**src/hw/rtl/mce_pkg.sv**
```systemverilog
// Shared types and constants of the mask centroid and extent block.
// Holds the configuration and job structs and the fixed field widths.
// No dependencies.
package mce_pkg;

    localparam int SUM_W      = 27;
    localparam int TALLY_W    = 17;
    localparam int CENTRE_W   = 12;
    localparam int EXT_W      = 9;
    localparam int SIZE_W     = 9;
    localparam int POS_W      = 10;
    localparam int CFG_DATA_W = 10;
    localparam int CFG_IDX_W  = 2;

    localparam logic [CFG_IDX_W-1:0] CFG_WINDOW_LEFT   = 2'd0;
    localparam logic [CFG_IDX_W-1:0] CFG_WINDOW_TOP    = 2'd1;
    localparam logic [CFG_IDX_W-1:0] CFG_WINDOW_WIDTH  = 2'd2;
    localparam logic [CFG_IDX_W-1:0] CFG_WINDOW_HEIGHT = 2'd3;

    localparam logic [POS_W-1:0]    LEFT_RESET   = 10'd0;
    localparam logic [POS_W-1:0]    TOP_RESET    = 10'd0;
    localparam logic [SIZE_W-1:0]   WIDTH_RESET  = 9'd256;
    localparam logic [SIZE_W-1:0]   HEIGHT_RESET = 9'd256;

    localparam logic [CENTRE_W-1:0] NONE_CENTRE  = 12'hFFF;

    typedef struct packed {
        logic [POS_W-1:0]  left;
        logic [POS_W-1:0]  top;
        logic [SIZE_W-1:0] width;
        logic [SIZE_W-1:0] height;
    } cfg_t;

    typedef struct packed {
        logic [SUM_W-1:0]   sum_x;
        logic [SUM_W-1:0]   sum_y;
        logic [TALLY_W-1:0] tally;
        logic [POS_W-1:0]   left;
        logic [POS_W-1:0]   top;
        logic [SIZE_W-1:0]  w;
        logic [SIZE_W-1:0]  h;
    } job_t;

endpackage

```
**src/hw/rtl/mce_fifo.sv**
```systemverilog
// Two-entry job queue between the pixel front end and the result back end.
// Depends on mce_pkg.
module mce_fifo
    import mce_pkg::*;
(
    input  logic clk,
    input  logic rst_n,
    input  logic push,
    input  job_t push_data,
    input  logic pop,
    output job_t pop_data,
    output logic empty,
    output logic full
);

    job_t       entry_reg [2];
    logic       wr_ptr_reg;
    logic       rd_ptr_reg;
    logic [1:0] count_reg;
    logic       do_push;
    logic       do_pop;

    assign empty    = (count_reg == 2'd0);
    assign full     = (count_reg == 2'd2);
    assign pop_data = entry_reg[rd_ptr_reg];
    assign do_push  = push && !full;
    assign do_pop   = pop && !empty;

    always_ff @(posedge clk)
    begin
        if (do_push)
        begin
            entry_reg[wr_ptr_reg] <= push_data;
        end
    end

    always_ff @(posedge clk or negedge rst_n)
    begin
        if (!rst_n)
        begin
            wr_ptr_reg <= 1'b0;
            rd_ptr_reg <= 1'b0;
            count_reg  <= 2'd0;
        end
        else
        begin
            if (do_push)
            begin
                wr_ptr_reg <= !wr_ptr_reg;
            end
            if (do_pop)
            begin
                rd_ptr_reg <= !rd_ptr_reg;
            end
            case ({do_push, do_pop})
                2'b10:   count_reg <= count_reg + 2'd1;
                2'b01:   count_reg <= count_reg - 2'd1;
                default: count_reg <= count_reg;
            endcase
        end
    end

endmodule

```
**config.mk**
```make
export PLATFORM = sky130hd
export DESIGN_NAME = mce_fifo
export DESIGN_NICKNAME = d
export VERILOG_FILES = /design/src/hw/rtl/mce_pkg.sv /design/src/hw/rtl/mce_fifo.sv
export SDC_FILE = /design/constraint.sdc
export NUM_CORES = 1
export LEC_CHECK = 0
export ABC_AREA = 1
export BUFFER_PORTS_ARGS = -buffer_cell sky130_fd_sc_hd__buf_4
export CAP_MARGIN = 5
export CORE_ASPECT_RATIO = 1.2
export CORE_MARGIN = 10
export CORE_UTILIZATION = 35
export DETAILED_ROUTE_END_ITERATION = 10
export GPL_TIMING_DRIVEN = 0
export SYNTH_ARGS = -nofsm -noshare
export SYNTH_HDL_FRONTEND = slang
export SYNTH_SLANG_ARGS = --single-unit
```
**constraint.sdc**
```tcl
create_clock -name clk -period 8.8 [get_ports clk]
set_input_delay 0.44 -clock clk [delete_from_list [all_inputs] [get_ports clk]]
set_output_delay 0.44 -clock clk [all_outputs]
set_load 0.01 [all_outputs]
```
Word-level counts from Yosys, hierarchy flattened
Memories as Yosys holds them, arrays and structs flattened.
Cells that the tools add are included.

operators by class
  add/sub/neg operators = 2
  eq/ne operators = 3
  reductions and logical operators = 8
  div/mod/pow operators = 0
  order comparisons = 0
  shift operators = 0
  mux-type cells = 3
  bitwise operators = 0
  multiply operators = 0

operators with widths
  operator                                                            number
  2-bit == test, second input constant                                2
  1-bit logical NOT                                                   4
  2-bit one-hot mux with 2 select lines                               1
  2-bit by 1-bit adder with 2-bit output, second input constant       1
  2-bit by 1-bit == test with 1-bit output, second input constant     1
  1-bit logical AND                                                   2
  2-bit logical NOT                                                   1
  1-bit two-way mux                                                   2
  2-bit nonzero test                                                  1
  2-bit by 1-bit subtractor with 2-bit output, second input constant  1

word-level totals
  memories kept = 1
  bits in registers = 4
  bits in read-only memories = 0
  latch bits = 0
  memory bits (writable) = 218
  word-level logic and storage cells = 20

memories
  memory     words  width  read ports  clocked after Yosys merged registers in  write ports  line            text
  entry_reg  2      109    1           0                                        1            mce_fifo.sv:16  job_t entry_reg [2];

Logic depth before layout (Yosys ltp)
  depth after elaboration = 5
  depth in mapped cells = 10
  mapped depth without buffers = 10

Worst setup path after synthesis
Ideal clock, no wire load.

  kind = register to register
  start = register count_reg[1]
  end = memory entry_reg[1][0] in the netlist's numbering, enable pin
  required time = 8.222 ns
  library setup time = 0.578 ns
  cell stages (with the launch flop) = 4
  setup slack = 3.131 ns
  data arrival time = 5.091 ns
  buffers on the path = 0
  cells stage by stage = dfrtp_1 inv_1 o21ai_1 nor2_1

between the ends
  word-level cells in the longest chain between the ends = 5

RTL lines
  what                                     line            text
  start, declared                          mce_fifo.sv:19  logic [1:0] count_reg;
  start signal, assigned                   mce_fifo.sv:56  2'b10: count_reg <= count_reg + 2'd1;
  start signal, assigned                   mce_fifo.sv:57  2'b01: count_reg <= count_reg - 2'd1;
  start signal, assigned                   mce_fifo.sv:58  default: count_reg <= count_reg;
  2-bit == test                            mce_fifo.sv:24  assign full = (count_reg == 2'd2);
  1-bit logical NOT                        mce_fifo.sv:26  assign do_push = push && !full;
  1-bit logical AND                        mce_fifo.sv:26
  1-bit two-way mux                        mce_fifo.sv:31  if (do_push)
  1-bit two-way mux (implied by the code)  mce_fifo.sv:33  entry_reg[wr_ptr_reg] <= push_data;
  end, declared                            mce_fifo.sv:16

Every way passes these cells.

Worst setup path in the final report
  start = register count_reg[1]
  end = memory entry_reg[1][41] in the netlist's numbering, enable pin

The elaborated chain is that of the path after synthesis.

==> impl_metrics.env <==
export IMPL_rrSetupSlack_ps=6630
export IMPL_hold_ws_ps=117
export IMPL_worstPathRequired_ps=8990
export IMPL_synth_compound_area_share_pct=0.0611
export IMPL_initial_core_util_pct=35.4
export IMPL_tritoncts="built"
export IMPL_yosys_warnings=0
export IMPL_status="finished clean"
export IMPL_final_common_cell="nand2_1"
export IMPL_setup_tns_ps=0
export IMPL_grt_pass1_vias=5245
export IMPL_path_cells="inv_1, o21ai_1, nor2_4, buf_12, buf_12"
export IMPL_synth_xor_area_share_pct=0.107
export IMPL_crit_arrival_ps=2360
export IMPL_ys_seq_area_share_pct=81.1
export IMPL_p_int_mw=2.54
export IMPL_min_path_type="in2reg"
export IMPL_clock_latency_ps=500
export IMPL_rsz0062_at_grt="no"
export IMPL_crit_buf_inv=3
export IMPL_drt_pass1_iterations=6
export IMPL_worst_slack_ps=6630
export IMPL_post_drt_wl_per_cell_um=16.6
export IMPL_path_delay_family="simple AND/OR/NAND/NOR gates"
export IMPL_clkPwrFrac_pct=24.1
export IMPL_htreeDepth=1
export IMPL_syn_area_mm2=0.00819
export IMPL_synth_top_cell_by_area="edfxtp_1"
export IMPL_dp_hpwl_mm=13.6
export IMPL_finalPower_mw=3.76
export IMPL_syn_instance_count=602
export IMPL_layout_drive_gt1_share_pct=32.4
export IMPL_startpoint="count_reg[1]"
export IMPL_period_minus_slack_ps=2170
export IMPL_switchingPower_mw=1.22
export IMPL_crit_reg2reg_launch="count_reg[1]"
export IMPL_synth_simple_area_share_pct=15.8
export IMPL_cp_slowest_stage_delay_ps=660
export IMPL_synthMuxAreaShare_pct=0
export IMPL_finalHoldViolCount=0
export IMPL_gp_congestion=0.693
export IMPL_rr_endpoint="entry_reg[1][41]"
export IMPL_num_antenna_cells=0
export IMPL_reg2reg_depth=5
export IMPL_critPathCapture="entry_reg[1][41]"
export IMPL_path_class="reg2reg"
export IMPL_num_vias=5071
export IMPL_place_inst=1144
export IMPL_routed_wl_mm=19.6
export IMPL_powerDensity_mw_per_mm2=340
export IMPL_final_cell_mix="nand2_1, buf_4, edfxtp_1"
export IMPL_slowest_stage="nor2_4"
export IMPL_swShare_pct=32.5
export IMPL_area_growth_pct=35.0
export IMPL_cpMostUsedCell="buf_12"
export IMPL_power_leakage_nw=4.71
export IMPL_synth_top_family_by_area="simple AND/OR/NAND/NOR gates"
export IMPL_grt_overflow=0
export IMPL_fin_crit_sh_pct=24.6
export IMPL_synth_fa_ha_area_share_pct=0.153
export IMPL_grt_max_degree=72
export IMPL_cts_setup_buffers=0
export IMPL_synth_avg_cell_area_um2=13.6
export IMPL_coreArea_mm2=0.0231
export IMPL_drt_iter0_drc=244
export IMPL_worstSetupEndpointType="register"
export IMPL_cts_made_buffers=23
export IMPL_layout_nets=969
export IMPL_yosys_register_bits=222
export IMPL_drc=0
export IMPL_ir_drop_mv=0.270
export IMPL_p_seq_share_pct=39.6
export IMPL_grt_pass1_wl_mm=29.5
export IMPL_crit_cells=5
export IMPL_gr_usage_all_layers_pct=12.4
export IMPL_fin_cells=1183
export IMPL_pre_cts_ws_ps=6560
export IMPL_worst_slew_pin_slew_ps=831
export IMPL_syn_nets=716
export IMPL_ys_types=14
export IMPL_max_freq_mhz=462
export IMPL_cap_viol_max_count=0
export IMPL_path_max_fanout=31
export IMPL_dieHeight_um=188
export IMPL_cts_sinks=222
export IMPL_cts_root_buffer="clkbuf_16"
export IMPL_ant_nets=0
export IMPL_port_buffers=223
export IMPL_setup_viol=0
export IMPL_clockBufferDepth=3
export IMPL_antenna_found_initial=0
export IMPL_slew_viol_final=0
export IMPL_synth_top_cell_area_share_pct=79.9
export IMPL_fin_skew_ps=5.68
export IMPL_vias_per_cell=4.29
export IMPL_netlist_top_cells_area="edfxtp_1, nand2_1, buf_6, dfrtp_1, buf_2"
export IMPL_relSlewSlack_pct=44.5
export IMPL_combPwrFrac_pct=36.3
export IMPL_die_x_um=160
export IMPL_clk_pin_slew_ps=60
export IMPL_cp_start_kind="register"
export IMPL_rows=61
export IMPL_ios=224
export IMPL_die_area_mm2=0.0300
export IMPL_largest_reg_flops=218
## cell usage after synthesis
master and n:
inv_1 9, inv_2 1, buf_2 11, o21ai_1 1
buf_6 10, edfxtp_1 218, xnor2_1 1, ha_1 1
nand4_1 1, nand3_1 3, dfrtp_1 4, buf_4 3
nand2_1 337, nor2_1 2
## per-layer routing
layer	up-vias	global-route usage, %	part of all wire, %
li1	2531	-	-
met1	2347	13.6	38
met2	157	21.6	51
met3	36	4.71	8.6
met4	0	4.28	2.8
met5	-	0	0
## worst reg2reg max path, delay by kind of cell, from the launching register on
family	cells	cell delay [ps]
buf+inv	3	650
simple gates	1	660
flops	1	370
compound gates	1	140
## cell type report
type	instances	area, um2
fillers	2048	12100
flip-flops and latches	222	6650
repair buffers	228	1770
multi-input cells	346	1330
clock buffers	31	606
well taps	315	394
plain buffers	24	190
clock inverters	7	87.6
inverters	10	42.5
## power by group through the flow
stage / logic [mW] / clock network, mW / registers [mW]
5_1_grt: 1.52 / 0.976 / 1.51
3_5_place_dp: 1.41 / 0 / 1.51
4_1_cts: 1.42 / 0.935 / 1.49
6_report: 1.37 / 0.907 / 1.49
3_3_place_gp: 1.37 / 0 / 1.57
2_1_floorplan: 0.675 / 0 / 1.54
## kinds of logic after synthesis
logic type | count (synthesis)
AOI/OAI and AO/OA | 1
xor gates and xnor gates | 1
adders and majority gates | 1
buffers and inverters | 34
DFF | 222
and+or+nand+nor | 343
## worst min-delay path by stage
stage / startpoint / to / slack (ps) / cells past startpoint
after global routing: push_data[53] / entry_reg[1][53] / 90 / 1
after CTS: push_data[7] / entry_reg[1][7] / 90 / 1
final: push_data[87] / entry_reg[1][87] / 120 / 1
after floorplan: rst_n / count_reg[0] / 140 / 0
after global placement: rst_n / rd_ptr_reg / 240 / 1
after detailed placement: rst_n / rd_ptr_reg / 240 / 1
## through the flow
| step | instance area (um2) | util, % |
|---|---|---|
| after floorplan | 8190 | - |
| after global placement | 10300 | 44.4 |
| after detailed placement | 10400 | 44.8 |
| after CTS | 11100 | 47.8 |
| after global routing | 11100 | 47.8 |
| final | 11100 | 47.8 |
## timing repair
item,in CTS,in global routing
hold buffers,1,0
setup endpoints to repair,0,0
hold endpoints to repair,4,0
resized for setup,0,0
Note: power is estimated with default switching activity, not from simulation.
