File: config.mk
export PLATFORM = sky130hd
export DESIGN_NAME = mce_back
export DESIGN_NICKNAME = d
export VERILOG_FILES = /design/src/hw/rtl/mce_pkg.sv /design/src/hw/rtl/mce_div.sv /design/src/hw/rtl/mce_back.sv
export SDC_FILE = /design/constraint.sdc
export NUM_CORES = 1
export LEC_CHECK = 0
export ABC_AREA = 1
export ABC_CLOCK_PERIOD_IN_PS = 6300
export BUFFER_PORTS_ARGS = -buffer_cell sky130_fd_sc_hd__buf_2
export CORE_MARGIN = 2
export CORE_UTILIZATION = 40
export CTS_CLUSTER_SIZE = 14
export DETAILED_ROUTE_END_ITERATION = 12
export SLEW_MARGIN = 20
export SYNTH_ARGS = -nofsm -noshare
export SYNTH_HDL_FRONTEND = slang
export SYNTH_SLANG_ARGS = --single-unit
File: constraint.sdc
create_clock -name clk -period 6.3 [get_ports clk]
set_input_delay 0.315 -clock clk [delete_from_list [all_inputs] [get_ports clk]]
set_output_delay 0.315 -clock clk [all_outputs]
set_load 0.02 [all_outputs]
File: src/hw/rtl/mce_pkg.sv
// Shared types and constants of the mask centroid and extent block.
// Holds the configuration and job structs and the fixed field widths.
// No dependencies.
package mce_pkg;

    localparam int SUM_W      = 27;
    localparam int TALLY_W    = 17;
    localparam int CENTRE_W   = 12;
    localparam int EXT_W      = 9;
    localparam int SIZE_W     = 9;
    localparam int POS_W      = 10;
    localparam int CFG_DATA_W = 10;
    localparam int CFG_IDX_W  = 2;

    localparam logic [CFG_IDX_W-1:0] CFG_WINDOW_LEFT   = 2'd0;
    localparam logic [CFG_IDX_W-1:0] CFG_WINDOW_TOP    = 2'd1;
    localparam logic [CFG_IDX_W-1:0] CFG_WINDOW_WIDTH  = 2'd2;
    localparam logic [CFG_IDX_W-1:0] CFG_WINDOW_HEIGHT = 2'd3;

    localparam logic [POS_W-1:0]    LEFT_RESET   = 10'd0;
    localparam logic [POS_W-1:0]    TOP_RESET    = 10'd0;
    localparam logic [SIZE_W-1:0]   WIDTH_RESET  = 9'd256;
    localparam logic [SIZE_W-1:0]   HEIGHT_RESET = 9'd256;

    localparam logic [CENTRE_W-1:0] NONE_CENTRE  = 12'hFFF;

    typedef struct packed {
        logic [POS_W-1:0]  left;
        logic [POS_W-1:0]  top;
        logic [SIZE_W-1:0] width;
        logic [SIZE_W-1:0] height;
    } cfg_t;

    typedef struct packed {
        logic [SUM_W-1:0]   sum_x;
        logic [SUM_W-1:0]   sum_y;
        logic [TALLY_W-1:0] tally;
        logic [POS_W-1:0]   left;
        logic [POS_W-1:0]   top;
        logic [SIZE_W-1:0]  w;
        logic [SIZE_W-1:0]  h;
    } job_t;

endpackage

File: src/hw/rtl/mce_div.sv
// Restoring divider, one quotient bit per cycle, for the centroid sums.
// Depends on mce_pkg.
module mce_div
    import mce_pkg::*;
(
    input  logic               clk,
    input  logic               rst_n,
    input  logic               start,
    input  logic [SUM_W-1:0]   dividend,
    input  logic [TALLY_W-1:0] divisor,
    output logic               done,
    output logic [SUM_W-1:0]   quotient
);

    localparam int CNT_W = $clog2(SUM_W + 1);

    logic [SUM_W-1:0]   quot_reg;
    logic [TALLY_W-1:0] rem_reg;
    logic [TALLY_W-1:0] divisor_reg;
    logic [CNT_W-1:0]   cnt_reg;
    logic               busy_reg;
    logic               done_reg;
    logic [TALLY_W:0]   shifted;
    logic [TALLY_W:0]   trial;
    logic               fits;

    always_comb
    begin
        shifted = {rem_reg, quot_reg[SUM_W-1]};
        trial   = shifted - {1'b0, divisor_reg};
        fits    = (shifted >= {1'b0, divisor_reg});
    end

    assign done     = done_reg;
    assign quotient = quot_reg;

    always_ff @(posedge clk)
    begin
        if (start)
        begin
            quot_reg    <= dividend;
            rem_reg     <= '0;
            divisor_reg <= divisor;
        end
        else if (busy_reg)
        begin
            quot_reg <= {quot_reg[SUM_W-2:0], fits};
            rem_reg  <= fits ? trial[TALLY_W-1:0] : shifted[TALLY_W-1:0];
        end
    end

    always_ff @(posedge clk or negedge rst_n)
    begin
        if (!rst_n)
        begin
            busy_reg <= 1'b0;
            done_reg <= 1'b0;
            cnt_reg  <= '0;
        end
        else
        begin
            done_reg <= 1'b0;
            if (start)
            begin
                busy_reg <= 1'b1;
                cnt_reg  <= CNT_W'(SUM_W);
            end
            else if (busy_reg)
            begin
                cnt_reg <= cnt_reg - CNT_W'(1);
                if (cnt_reg == CNT_W'(1))
                begin
                    busy_reg <= 1'b0;
                    done_reg <= 1'b1;
                end
            end
        end
    end

endmodule

File: src/hw/rtl/mce_back.sv
// Result back end: divides the sums, scans the centroid row and column of the
// mask store, and holds the result item. Depends on mce_pkg and mce_div.
module mce_back
    import mce_pkg::*;
#(
    parameter int MAX_W = 256,
    parameter int MAX_H = 256
) (
    input  logic                           clk,
    input  logic                           rst_n,
    input  logic                           q_empty,
    input  job_t                           q_data,
    output logic                           q_pop,
    output logic                           ram_re,
    output logic [$clog2(MAX_W*MAX_H)-1:0] ram_raddr,
    input  logic                           ram_rdata,
    output logic                           back_done,
    output logic                           out_valid,
    input  logic                           out_stall,
    output logic                           found,
    output logic [TALLY_W-1:0]             set_count,
    output logic signed [CENTRE_W-1:0]     centre_x,
    output logic signed [CENTRE_W-1:0]     centre_y,
    output logic [EXT_W-1:0]               extent_width,
    output logic [EXT_W-1:0]               extent_height
);

    localparam int COL_W  = $clog2(MAX_W);
    localparam int ROW_W  = $clog2(MAX_H);
    localparam int ADDR_W = $clog2(MAX_W * MAX_H);
    localparam int DIFF_W = SUM_W + 1;

    typedef enum logic [2:0] {
        ST_IDLE,
        ST_DIV_X,
        ST_DIV_Y,
        ST_SETUP,
        ST_ROW,
        ST_COL,
        ST_DRAIN,
        ST_EMIT
    } state_t;

    state_t             state_reg;
    job_t               job_reg;
    logic [SUM_W-1:0]   qx_reg;
    logic [SUM_W-1:0]   qy_reg;
    logic               div_start_reg;
    logic               row_ok_reg;
    logic               col_ok_reg;
    logic [ADDR_W-1:0]  addr_reg;
    logic [ADDR_W-1:0]  col_start_reg;
    logic [SIZE_W-1:0]  idx_reg;
    logic               rd_pend_reg;
    logic               rd_row_reg;
    logic [EXT_W-1:0]   ew_reg;
    logic [EXT_W-1:0]   eh_reg;

    logic               out_valid_reg;
    logic               found_reg;
    logic [TALLY_W-1:0] count_reg;
    logic [CENTRE_W-1:0] cx_reg;
    logic [CENTRE_W-1:0] cy_reg;
    logic [EXT_W-1:0]   ow_reg;
    logic [EXT_W-1:0]   oh_reg;

    logic               div_done;
    logic [SUM_W-1:0]   div_quot;
    logic [SUM_W-1:0]   div_dividend;
    logic [DIFF_W-1:0]  dx;
    logic [DIFF_W-1:0]  dy;
    logic               row_ok;
    logic               col_ok;
    logic               out_free;
    logic               job_found;
    logic               idx_last_w;
    logic               idx_last_h;

    mce_div u_div (
        .clk      (clk),
        .rst_n    (rst_n),
        .start    (div_start_reg),
        .dividend (div_dividend),
        .divisor  (job_reg.tally),
        .done     (div_done),
        .quotient (div_quot)
    );

    always_comb
    begin
        div_dividend = (state_reg == ST_DIV_Y) ? job_reg.sum_y : job_reg.sum_x;
        dx           = {1'b0, qx_reg} - DIFF_W'(job_reg.left);
        dy           = {1'b0, qy_reg} - DIFF_W'(job_reg.top);
        col_ok       = !dx[DIFF_W-1] && (dx < DIFF_W'(job_reg.w));
        row_ok       = !dy[DIFF_W-1] && (dy < DIFF_W'(job_reg.h));
        out_free     = !out_valid_reg || !out_stall;
        job_found    = (job_reg.tally != '0);
        idx_last_w   = ((POS_W'(idx_reg) + POS_W'(1)) >= POS_W'(job_reg.w));
        idx_last_h   = ((POS_W'(idx_reg) + POS_W'(1)) >= POS_W'(job_reg.h));
    end

    assign q_pop     = (state_reg == ST_IDLE) && !q_empty;
    assign ram_re    = ((state_reg == ST_ROW) && row_ok_reg) ||
                       ((state_reg == ST_COL) && col_ok_reg);
    assign ram_raddr = addr_reg;
    assign back_done = (state_reg == ST_EMIT) && out_free;

    assign out_valid     = out_valid_reg;
    assign found         = found_reg;
    assign set_count     = count_reg;
    assign centre_x      = cx_reg;
    assign centre_y      = cy_reg;
    assign extent_width  = ow_reg;
    assign extent_height = oh_reg;

    always_ff @(posedge clk)
    begin
        if (q_pop)
        begin
            job_reg <= q_data;
        end
        if ((state_reg == ST_DIV_X) && div_done)
        begin
            qx_reg <= div_quot;
        end
        if ((state_reg == ST_DIV_Y) && div_done)
        begin
            qy_reg <= div_quot;
        end
        if (back_done)
        begin
            found_reg <= job_found;
            count_reg <= job_reg.tally;
            cx_reg    <= job_found ? qx_reg[CENTRE_W-1:0] : NONE_CENTRE;
            cy_reg    <= job_found ? qy_reg[CENTRE_W-1:0] : NONE_CENTRE;
            ow_reg    <= job_found ? ew_reg : '0;
            oh_reg    <= job_found ? eh_reg : '0;
        end
    end

    always_ff @(posedge clk or negedge rst_n)
    begin
        if (!rst_n)
        begin
            state_reg     <= ST_IDLE;
            div_start_reg <= 1'b0;
            row_ok_reg    <= 1'b0;
            col_ok_reg    <= 1'b0;
            addr_reg      <= '0;
            col_start_reg <= '0;
            idx_reg       <= '0;
            rd_pend_reg   <= 1'b0;
            rd_row_reg    <= 1'b0;
            ew_reg        <= '0;
            eh_reg        <= '0;
            out_valid_reg <= 1'b0;
        end
        else
        begin
            div_start_reg <= 1'b0;

            if (rd_pend_reg)
            begin
                if (rd_row_reg)
                    ew_reg <= ew_reg + EXT_W'(ram_rdata);
                else
                    eh_reg <= eh_reg + EXT_W'(ram_rdata);
            end

            if (back_done)
            begin
                out_valid_reg <= 1'b1;
            end
            else if (out_valid_reg && !out_stall)
            begin
                out_valid_reg <= 1'b0;
            end

            unique case (state_reg)
                ST_IDLE:
                begin
                    if (!q_empty)
                    begin
                        if (q_data.tally == '0)
                        begin
                            state_reg <= ST_EMIT;
                        end
                        else
                        begin
                            div_start_reg <= 1'b1;
                            state_reg     <= ST_DIV_X;
                        end
                    end
                end
                ST_DIV_X:
                begin
                    if (div_done)
                    begin
                        div_start_reg <= 1'b1;
                        state_reg     <= ST_DIV_Y;
                    end
                end
                ST_DIV_Y:
                begin
                    if (div_done)
                    begin
                        state_reg <= ST_SETUP;
                    end
                end
                ST_SETUP:
                begin
                    row_ok_reg    <= row_ok;
                    col_ok_reg    <= col_ok;
                    addr_reg      <= ADDR_W'(dy[ROW_W-1:0]) * ADDR_W'(MAX_W);
                    col_start_reg <= ADDR_W'(dx[COL_W-1:0]);
                    idx_reg       <= '0;
                    ew_reg        <= '0;
                    eh_reg        <= '0;
                    state_reg     <= ST_ROW;
                end
                ST_ROW:
                begin
                    rd_pend_reg <= row_ok_reg;
                    rd_row_reg  <= 1'b1;
                    if (!row_ok_reg || idx_last_w)
                    begin
                        idx_reg   <= '0;
                        addr_reg  <= col_start_reg;
                        state_reg <= ST_COL;
                    end
                    else
                    begin
                        idx_reg  <= idx_reg + SIZE_W'(1);
                        addr_reg <= addr_reg + ADDR_W'(1);
                    end
                end
                ST_COL:
                begin
                    rd_pend_reg <= col_ok_reg;
                    rd_row_reg  <= 1'b0;
                    if (!col_ok_reg || idx_last_h)
                    begin
                        state_reg <= ST_DRAIN;
                    end
                    else
                    begin
                        idx_reg  <= idx_reg + SIZE_W'(1);
                        addr_reg <= addr_reg + ADDR_W'(MAX_W);
                    end
                end
                ST_DRAIN:
                begin
                    rd_pend_reg <= 1'b0;
                    state_reg   <= ST_EMIT;
                end
                ST_EMIT:
                begin
                    if (out_free)
                    begin
                        state_reg <= ST_IDLE;
                    end
                end
                default:
                begin
                    state_reg <= ST_IDLE;
                end
            endcase
        end
    end

endmodule

== Word-level counts from Yosys, hierarchy flattened ==
Cells that the tools add are included.
Cells by class
  reduce and logical (&&, ||, !) cells: 34
  multiplexer cells: 40
  order comparisons: 5
  add/subtract/negate cells: 10
  eq/ne operators: 16
Operators with widths (count)
  $mux 27: 3
  $mux 9: 8
  $lt 28x9->1: 2
  $sub 27x10->28: 2
  $pmux 16 s3: 1
  $mux 16: 2
  $pmux 9 s3: 1
  $pmux 3 s8: 1
  $mux 3: 7
  $ge 10x9->1: 2
  $add 9x1->9: 2
  $ge 18x17->1: 1
  $logic_not 17->1: 1
  $mux 17: 1
  $reduce_bool 17->1: 1
  $sub 17x17->17: 1
  $add 16x1->16 const B: 1
  $add 16x9->16 const B: 1
  $eq 3x3->1 const B: 4
  $mux 1: 11
  $add 9x1->10 const B: 1
  $mux 5: 2
  $ne 2x1->1 const B: 5
  $reduce_bool 2->1: 5
  15 further kinds: 39
Word-level totals
  input bits: 114
  word-level logic and storage cells: 138
  output and inout bits: 80
  register bits after elaboration: 351

== Depth between registers and ports, before layout ==
Gate-level depths: netlist of the first run.
  depth after elaboration: 5
  depth in mapped cells: 20

== Hierarchy ==
From an unflattened synthesis of the first run, not the netlist that was laid out.
Second synthesis, totals
  cells, all modules: 1971
  area, all modules: 18088.6 um^2
Modules (own cells, without submodules)
  mce_back: instances 1, cells each 1464, area each 14094.8 um^2
  mce_div: instances 1, cells each 507, area each 3993.8 um^2

== Least setup slack after synthesis of the first run ==
OpenSTA, ideal clock, no wires.
  kind: flip-flop to flip-flop
  from: register state_reg[2]
  to: register job_reg[0] (netlist name), enable pin
  period minus slack after synthesis: 6199 ps
  setup slack: 101 ps
  stages on the path, launching flop included: 5
  arrival time: 5608 ps
  required time: 5709 ps
  path buffers: 1
  cell sequence: dfrtp_1 > clkbuf_8 > nor3_1 > inv_1 > nor2_1
Between the ends
  longest elaborated chain between the ends: 2
Ends and longest elaborated chain
  from (decl): RTL line mce_back.sv:44  | state_t state_reg;
  from (signal assigned): RTL line mce_back.sv:145  | state_reg <= ST_IDLE;
  from (signal assigned): RTL line mce_back.sv:186  | state_reg <= ST_EMIT;
  from (signal assigned): RTL line mce_back.sv:191  | state_reg <= ST_DIV_X;
  $logic_not 3->1: RTL line mce_back.sv:102  | assign q_pop = (state_reg == ST_IDLE) && !q_empty;
  $logic_and 1x1->1: RTL line mce_back.sv:102
  named net q_pop: RTL line mce_back.sv:13  | output logic q_pop,
  to (signal assigned): RTL line mce_back.sv:120  | job_reg <= q_data;
  to (decl): RTL line mce_back.sv:45  | job_t job_reg;
The timed path passes the listed nets, and every way through them passes these cells.
A chain may end at the register's enable or synchronous reset.

== Worst setup path after layout of the first run ==
  from: register idx_reg[0]
  to: register idx_reg[0]
Between the ends
  longest elaborated chain between the ends: 5
  elaborated cells on any way between the ends: 11
Ends and longest elaborated chain
  from (decl): RTL line mce_back.sv:53  | logic [SIZE_W-1:0] idx_reg;
  from (signal assigned): RTL line mce_back.sv:233  | idx_reg <= idx_reg + SIZE_W'(1);
  from (signal assigned): RTL line mce_back.sv:247  | idx_reg <= idx_reg + SIZE_W'(1);
  $add 9x1->10: RTL line mce_back.sv:98, mce_back.sv:99
  $ge 10x9->1 (on tied branches): RTL line mce_back.sv:98, mce_back.sv:99
  $logic_or 1x1->1 (on tied branches): RTL line mce_back.sv:225, mce_back.sv:241
  $mux 9 / $ne 2x2->1 (equally long branches)
  $pmux 9 s3 / $reduce_and 2->1 (equally long branches)
Several ways; a longest one is shown, not always the timed one. The select of a mux whose other input is x is not followed.

==> reports/results.ini, run 1 <==
[detailed_routing]
final_antenna_net_count = 0
first_pass_iters = 5
drt_iter0_markers = 862
detailroute.via_count = 13500
routed_wl_um = 44300
vias_per_cell = 4.83
wire_per_inst_um = 15.9
drc_errors = 0

[sta]
setup_violations = 0
max_freq_mhz = 298
setup_slack_ns = 2.94
rsz0062_at_grt = false
whs_ns = 0.103
fin_skew_ns = 0.0325
tightest_slew_ns = 1.06
slew_viol_final = 0
fin_crit_sh_pct = 53.3
hold_viol = 0
fin_tns_setup_ns = 0
slew-limit-headroom_pct = 29.2
fin_crit_ns = 3.36

[clock_network]
cts.path.max_buffers = 3
clockRootBuffer = clkbuf_16
clk_latency_ns = 0.57
cts_sinks = 351
path_clk_slew_ns = 0.06
cts-resized-gates = 0
cts.htree.levels = 2
cts_tree = done
cts_buffers = 40

[floorplan]
num_rows = 76
die_x_um = 213
die_y_um = 213
dieArea_mm2 = 0.0452
start_util_pct = 40.5
core_mm2 = 0.0430
ios = 194

[setup_path]
start_kind = register
r2r_start = idx_reg[0]$_DFFE_PN0P_
max_stage_delay_ns = 0.49
crit_fanout = 12
cp.required_ns = 6.77
crit_path_end_kind = register
r2r_cells = 15
cpMostUsedCell = nand3_1
crit_chain = nand3_1 > nor2_1 > nand2_1 > nor3_2 > xor2_1 > ha_1 > nand4_1 > nor3_1 > nor2_1 > nand2_1 > o21ai_0 > nand3_1 > nand2_2 > nand3_1 > o21ai_0
path_class = reg -> reg
reg2reg_to = idx_reg[0]$_DFFE_PN0P_
rrSetupSlack_ns = 2.94
crit_slowest_cell = nand3_1
critPathArrivalTime_ns = 3.82

[yosys]
synth_top_area_share_pct = 46.1
ys_seq_area_share_pct = 57.7
synth_seq_cells = 351
ys_types = 51
async_flop_share_pct = 19.1
synth_top_area_cell = edfxtp_1
netlist_instances = 1842
synth_edf_count = 267
synthFlopType = edfxtp_1
synth.cell_area_mm2 = 0.0174
postSynthAreaPerCell_um2 = 9.45
syn_nets = 2039
yosys_warnings = 0
yosys-top-cells-area = edfxtp_1, nand2_1, dfrtp_1

[final_layout]
stdcell_count = 2786
drive_gt1_share_pct = 13.8
final_nets = 2366
area_growth_pct = 24.1
largest_reg_flops = 109
final_util_pct = 50.2
fin_area_mm2 = 0.0216
antenna_cells = 0
nFillCells = 3988

[grt]
grt_pass1_vias = 13100
grt_overflow_total = 0
grt_antenna_before_repair = 1
grt_pass1_wl_um = 69800
grt_usage_pct = 19.9
grt_max_degree = 78

[place]
dp.cells = 2601
io_buffers = 193
hpwl_um = 31700
place_ws_ns = 3.03
place_congestion = 0.923
place_area_mm2 = 0.0191

[power_and_ir_drop]
vdd_ir_drop_max_mv = 0.230
p_leak_nw = 9.71
p_total_mw = 8.57
comb_power_share_pct = 30.0
power_frac_seq_pct = 41.3
power.internal_mw = 5.53
p_sw_mw = 3.04
sw_frac_of_total_pct = 35.5
clkPwrFrac_pct = 28.7
p_per_area_mw_per_mm2 = 397

[outcome]
status = complete, no violations

[worst_hold_path]
hp-start = out_stall
hold_depth = 3
hold_class = in -> reg
whs_endpoint = out_valid$_DFFE_PN0P_

[run]
maxCapViolCount = 0

==> cell families after synthesis <==
| group | share of synthesized area (%) |
|---|---|
| xor+xnor | 2.01 |
| simple gates | 20.3 |
| compound gates | 7.31 |
| buf+inv | 6.59 |
| flops | 57.7 |
| fa+ha+maj | 6.10 |
==> layout by cell type, fill, tap and decap left out, types with 17 or more instances in the layout <==
master         instances
clkbuf_16             40
ha_1                  80
dfxtp_1               17
nor3_1                30
nand3_1               86
a21oi_1               75
nand4_1               22
edfxtp_1             267
buf_2                193
nand2_1              467
dlygate4sd3_1        110
inv_1                254
o21ai_0              117
nor2_1               178
dfrtp_1               67
xor2_1                29
==> power by group through the flow <==
stage	clock network [mW]	logic, mW	registers [mW]
finish	2.46	2.57	3.54
global route	2.62	2.94	3.59
CTS	2.52	2.57	3.55
detailed placement	0	2.51	3.59
global placement	0	2.46	3.57
floorplan	0	1.77	3.55
==> worst max path at each step <==
| stage | from | end | slack, ns | cells past startpoint |
|---|---|---|---|---|
| floorplan | state_reg[2]$_DFFE_PN0P_ | job_reg[0]$_DFFE_PP_ | 0.10 | 4 |
| global placement | idx_reg[0]$_DFFE_PN0P_ | idx_reg[6]$_DFFE_PN0P_ | 3.12 | 15 |
| detailed placement | idx_reg[0]$_DFFE_PN0P_ | idx_reg[5]$_DFFE_PN0P_ | 3.03 | 15 |
| CTS | state_reg[2]$_DFFE_PN0P_ | q_pop | 2.76 | 5 |
| global route | idx_reg[0]$_DFFE_PN0P_ | idx_reg[4]$_DFFE_PN0P_ | 2.49 | 15 |
| finish | idx_reg[0]$_DFFE_PN0P_ | idx_reg[0]$_DFFE_PN0P_ | 2.94 | 15 |
==> Yosys cell counts (all sizes together), types with 2 or more instances <==
master / count
or4: 2
o211ai: 11
clkbuf: 21
nand3b: 4
xnor2: 11
and2: 4
nor4: 7
nand3: 86
inv: 265
nor3b: 2
a21oi: 76
or2: 4
a21o: 2
ha: 80
buf: 7
o21ai: 122
fa: 3
edfxtp: 267
o21a: 7
and3: 9
nand4: 23
nor2: 191
o21bai: 8
dfxtp: 17
nor3: 33
a31oi: 4
dfrtp: 67
nand2: 474
xor2: 29
==> area by class of cell <==
| cell class | count | area [um^2] | share of cell area, % |
|---|---|---|---|
| Multi-Input combinational cell | 1198 | 6250 | 28.9 |
| Clock buffer | 50 | 1060 | 4.90 |
| Sequential cell | 351 | 10000 | 46.5 |
| Tap cell | 585 | 732 | 3.39 |
| Inverter | 265 | 1000 | 4.63 |
| Clock inverter | 24 | 348 | 1.61 |
| Timing Repair Buffer | 313 | 2170 | 10.1 |
==> critical path, delay by kind of cell, from the launching register on <==
kind / cells / cell delay, ns
xor gates and xnor gates: 1 / 0.27
DFF: 1 / 0.46
and+or+nand+nor: 11 / 1.77
adders and majority gates: 1 / 0.31
AOI/OAI and AO/OA: 2 / 0.46
==> per-layer routing <==
layer / up-vias / wire [um] / global-route usage (%)
li1: 6790 / - / -
met1: 6260 / 20400 / 27.0
met2: 344 / 20900 / 33.2
met3: 63 / 2040 / 2.85
met4: 2 / 966 / 6.00
met5: - / 11 / 0
==> timing repair <==
action,4_1_cts,5_1_grt
endpoints found under the hold margin,120,0
hold buffers,110,0
setup buffers,0,0
Power figures use the tool's default switching activity.
==> run 2, diff against run 1 <==
ABC_AREA = 0   (was 1)
ABC_CLOCK_PERIOD_IN_PS = 3200   (was 6300)
clock period = 3.2 ns   (was 6.3 ns; I/O delays follow)
==> run 2 against run 1 <==
Compared with the run above:
- the run now ends with setup timing left
- sequential power increased by 94%
- via count decreased by 17%
- worst setup slack got worse by 3.1 ns
- global-route usage decreased by 0.60 points
- utilization increased by 1.6 points
- design area decreased by 4.8%
- synthesized cell count decreased by 30%
- non-clock buffer count increased by 40
- die area decreased by 7.8%
- maximum frequency increased by 0.88%
- synthesized area decreased by 7.9%
- largest power group unchanged
- register-to-register slack got worse by 3.1 ns
==> reports/results.ini, run 2 <==
[final_layout]
final_util_pct = 51.9  ; was 50.2%
final_common_cell = edfxtp_1  ; was nand2_1
drive_gt1_share_pct = 22.2  ; was 13.8%
fin_area_mm2 = 0.0206  ; was 0.0216 mm^2
antenna_cells = 0  ; unchanged
stdcell_count = 2207  ; was 2786
largest_reg_flops = 109  ; unchanged
nFillCells = 3486  ; was 3988
final_cell_mix = edfxtp_1, buf_2, dlygate4sd3_1  ; was nand2_1, edfxtp_1, inv_1
area_growth_pct = 28.4  ; was 24.1%
multi_input_area_mm2 = 0.00572  ; was 0.00625 mm^2
register_area_mm2 = 0.0100  ; about the same
final_nets = 1847  ; was 2366

[outcome]
status = finished with violations  ; was complete, no violations
violations = setup timing

[setup_path]
critPathArrivalTime_ns = 3.79  ; was 3.82 ns
crit_slowest_cell = fa_2  ; was nand3_1
crit_fanout = 4  ; was 12
r2r_cells = 15  ; unchanged
path_class = reg -> reg  ; unchanged
start_kind = register  ; unchanged
critPathBufInv = 0  ; unchanged
rrSetupSlack_ns = -0.13  ; was 2.94 ns
crit_family = compound AO/OA/AOI/OAI gates  ; was simple AND/OR/NAND/NOR gates
crit_path_end_kind = register  ; unchanged
cp-startpoint = job_reg[18]$_DFFE_PP_  ; was idx_reg[0]$_DFFE_PN0P_
crit_chain = ha_4 > fa_2 > nor2b_4 > o31ai_4 > a21oi_2 > a21oi_2 > xnor2_1 > ha_1 > a21oi_2 > nand4_1 > a2111oi_2 > nand4_1 > a211oi_2 > nand4_1 > o31ai_1  ; was nand3_1 > nor2_1 > nand2_1 > nor3_2 > xor2_1 > ha_1 > nand4_1 > nor3_1 > nor2_1 > nand2_1 > o21ai_0 > nand3_1 > nand2_2 > nand3_1 > o21ai_0
max_stage_delay_ns = 0.42  ; was 0.49 ns
r2r_start = job_reg[18]$_DFFE_PP_  ; was idx_reg[0]$_DFFE_PN0P_
cp.required_ns = 3.66  ; was 6.77 ns
reg2reg_to = row_ok_reg$_DFFE_PN0P_  ; was idx_reg[0]$_DFFE_PN0P_

[yosys]
muxShareOfSynthArea_pct = 2.98  ; was 0%
synth_seq_cells = 351  ; unchanged
synth.cell_area_mm2 = 0.0160  ; was 0.0174 mm^2
synthFlopType = edfxtp_1  ; unchanged
synth_top_family_by_area = simple AND/OR/NAND/NOR gates  ; unchanged
syn_nets = 1489  ; was 2039
synth-simple-area-share_pct = 12.0  ; was 20.3%
ys_seq_area_share_pct = 62.6  ; was 57.7%
yosys_warnings = 0  ; unchanged
synth.most_common_cell = edfxtp_1  ; was nand2_1
synthAdderAreaFrac_pct = 6.62  ; was 6.10%
async_flop_share_pct = 19.1  ; unchanged
ys_types = 72  ; was 51
yosys-top-cells-area = edfxtp_1, dfrtp_1, ha_1  ; was edfxtp_1, nand2_1, dfrtp_1
synth-compound-area-share_pct = 10.4  ; was 7.31%
synth_top_area_cell = edfxtp_1  ; unchanged
netlist_instances = 1292  ; was 1842
synthXorXnorAreaFrac_pct = 2.52  ; was 2.01%
ys_top_cells_by_count = edfxtp_1, nor2_1, a21oi_1  ; was nand2_1, edfxtp_1, inv_1
synth_top_area_share_pct = 50.1  ; was 46.1%
synth_edf_count = 267  ; unchanged
postSynthAreaPerCell_um2 = 12.4  ; was 9.45 um^2

[power_and_ir_drop]
comb_power_share_pct = 29.6  ; was 30.0%
p_leak_nw = 8.47  ; was 9.71 nW
clkPwrFrac_pct = 28.5  ; was 28.7%
p_sw_mw = 5.42  ; was 3.04 mW
sw_frac_of_total_pct = 33.2  ; was 35.5%
vdd_ir_drop_max_mv = 0.599  ; was 0.230 mV
p_per_area_mw_per_mm2 = 795  ; was 397 mW/mm^2
power.internal_mw = 10.9  ; was 5.53 mW
power_frac_seq_pct = 41.9  ; was 41.3%
p_total_mw = 16.3  ; was 8.57 mW

[detailed_routing]
drc_errors = 0  ; unchanged
vias_per_cell = 5.07  ; was 4.83
wire_per_inst_um = 18.0  ; was 15.9 um
first_pass_iters = 5  ; unchanged
final_antenna_net_count = 0  ; unchanged
drt_iter0_markers = 607  ; was 862
detailroute.via_count = 11200  ; was 13.5k
routed_wl_um = 39700  ; was 44300 um

[worst_hold_path]
hp-start = ram_rdata  ; was out_stall
hold_depth = 4  ; was 3
whs_endpoint = eh_reg[0]$_DFFE_PN0P_  ; was out_valid$_DFFE_PN0P_
hold_class = in -> reg  ; unchanged

[floorplan]
start_util_pct = 40.4  ; was 40.5%
ios = 194  ; unchanged
die_x_um = 204  ; was 213 um
core_mm2 = 0.0396  ; was 0.0430 mm^2
dieArea_mm2 = 0.0417  ; was 0.0452 mm^2
die_y_um = 204  ; was 213 um
num_rows = 73  ; was 76

[place]
place_congestion = 0.875  ; was 0.923
io_buffers = 193  ; unchanged
hpwl_um = 27500  ; was 31700 um
dp.cells = 2020  ; was 2601
place_area_mm2 = 0.0179  ; was 0.0191 mm^2

[grt]
grt_antenna_before_repair = 0  ; was 1
grt_usage_pct = 19.3  ; was 19.9%
grt_max_degree = 102  ; was 78
grt_pass1_vias = 11200  ; was 13.1k
grt_overflow_total = 0  ; unchanged
grt_pass1_wl_um = 62200  ; was 69800 um

[sta]
rsz0062_at_grt = true  ; was false
max_freq_mhz = 300  ; was 298 MHz
setup_slack_ns = -0.128  ; was 2.94 ns
fin_skew_ns = 0.0148  ; was 0.0325 ns
fin_crit_ns = 3.33  ; was 3.36 ns
whs_ns = 0.0364  ; was 0.103 ns
hold_viol = 0  ; unchanged
setup_violations = 1  ; was 0
tightest_slew_ns = 0.924  ; was 1.06 ns
slew-limit-headroom_pct = 38.4  ; was 29.2%
fin_crit_sh_pct = 104  ; was 53.3%
slew_viol_final = 0  ; unchanged

[clock_network]
clockRootBuffer = clkbuf_16  ; unchanged
cts.path.max_buffers = 3  ; unchanged
path_clk_slew_ns = 0.06  ; about the same
clk_latency_ns = 0.57  ; about the same
cts_buffers = 40  ; unchanged
cts_tree = done  ; unchanged
cts.htree.levels = 2  ; unchanged
cts_sinks = 351  ; unchanged

[run]
maxCapViolCount = 0  ; unchanged

run 2: how the worst max path moves through the flow:
| stage | slack [ns] | depth (start not counted) | end |
|---|---|---|---|
| 2_1_floorplan | -1.56 | 3 | job_reg[0]$_DFFE_PP_ |
| 3_3_place_gp | -0.13 | 16 | row_ok_reg$_DFFE_PN0P_ |
| 3_5_place_dp | -0.26 | 16 | row_ok_reg$_DFFE_PN0P_ |
| 4_1_cts | -0.14 | 15 | row_ok_reg$_DFFE_PN0P_ |
| 5_1_grt | -0.41 | 15 | row_ok_reg$_DFFE_PN0P_ |
| 6_report | -0.13 | 15 | row_ok_reg$_DFFE_PN0P_ |
run 2: final cells by class:
| class | count | area share (%) |
|---|---|---|
| clock inverters | 15 | 0.809 |
| inverters | 79 | 1.44 |
| multi-input cells | 825 | 27.8 |
| well taps | 525 | 3.19 |
| flip-flops and latches | 351 | 48.8 |
| clock buffers | 59 | 5.72 |
| repair buffers | 353 | 12.2 |
run 2: metrics by stage:
stage          TNS [ns]  setup slack (ns)
2_1_floorplan   -172.29             -1.56
3_3_place_gp     -0.175            -0.133
3_5_place_dp     -0.380            -0.261
4_1_cts          -0.140            -0.140
5_1_grt          -0.583            -0.407
6_report         -0.128            -0.128
run 2: worst reg2reg max path, cell delays in order, from the launching register on:
cell and delay (ns):
edfxtp_1 0.41, ha_4 0.19, fa_2 0.42, nor2b_4 0.15
o31ai_4 0.08, a21oi_2 0.18, a21oi_2 0.09, xnor2_1 0.14
ha_1 0.35, a21oi_2 0.17, nand4_1 0.13, a2111oi_2 0.31
nand4_1 0.15, a211oi_2 0.16, nand4_1 0.11, o31ai_1 0.19
run 2: cell families (layout without fill, tap and decap cells):
logic type,Yosys count,in the layout
DFF,351,351
muxes,47,47
xor gates and xnor gates,46,46
AOI/OAI and AO/OA,265,265
adders and majority gates,83,83
and+or+nand+nor,384,384
buffers and inverters,116,506
run 2: metal layers:
layer,wire (um),up-vias,track usage [%]
met5,0,-,0
met4,1450,0,8.46
met3,1800,67,3.01
met2,18800,297,31.5
met1,17700,5344,25.6
li1,-,5483,-
run 2: repair_timing:
item	CTS	global route
endpoints found under the hold margin	177	0
endpoints found under the setup margin	5	26
gates resized for setup	10	20
pin swaps	9	5
buffers inserted	2	0
hold buffers	111	0
run 2: power by group through the flow:
| stage | sequential, mW | combinational [mW] | clock, mW |
|---|---|---|---|
| after floorplan | 6.92 | 3.13 | 0 |
| after global placement | 6.93 | 4.61 | 0 |
| after detailed placement | 6.95 | 4.70 | 0 |
| after CTS | 6.87 | 4.85 | 4.77 |
| after global routing | 6.98 | 5.44 | 4.94 |
| final | 6.85 | 4.83 | 4.66 |
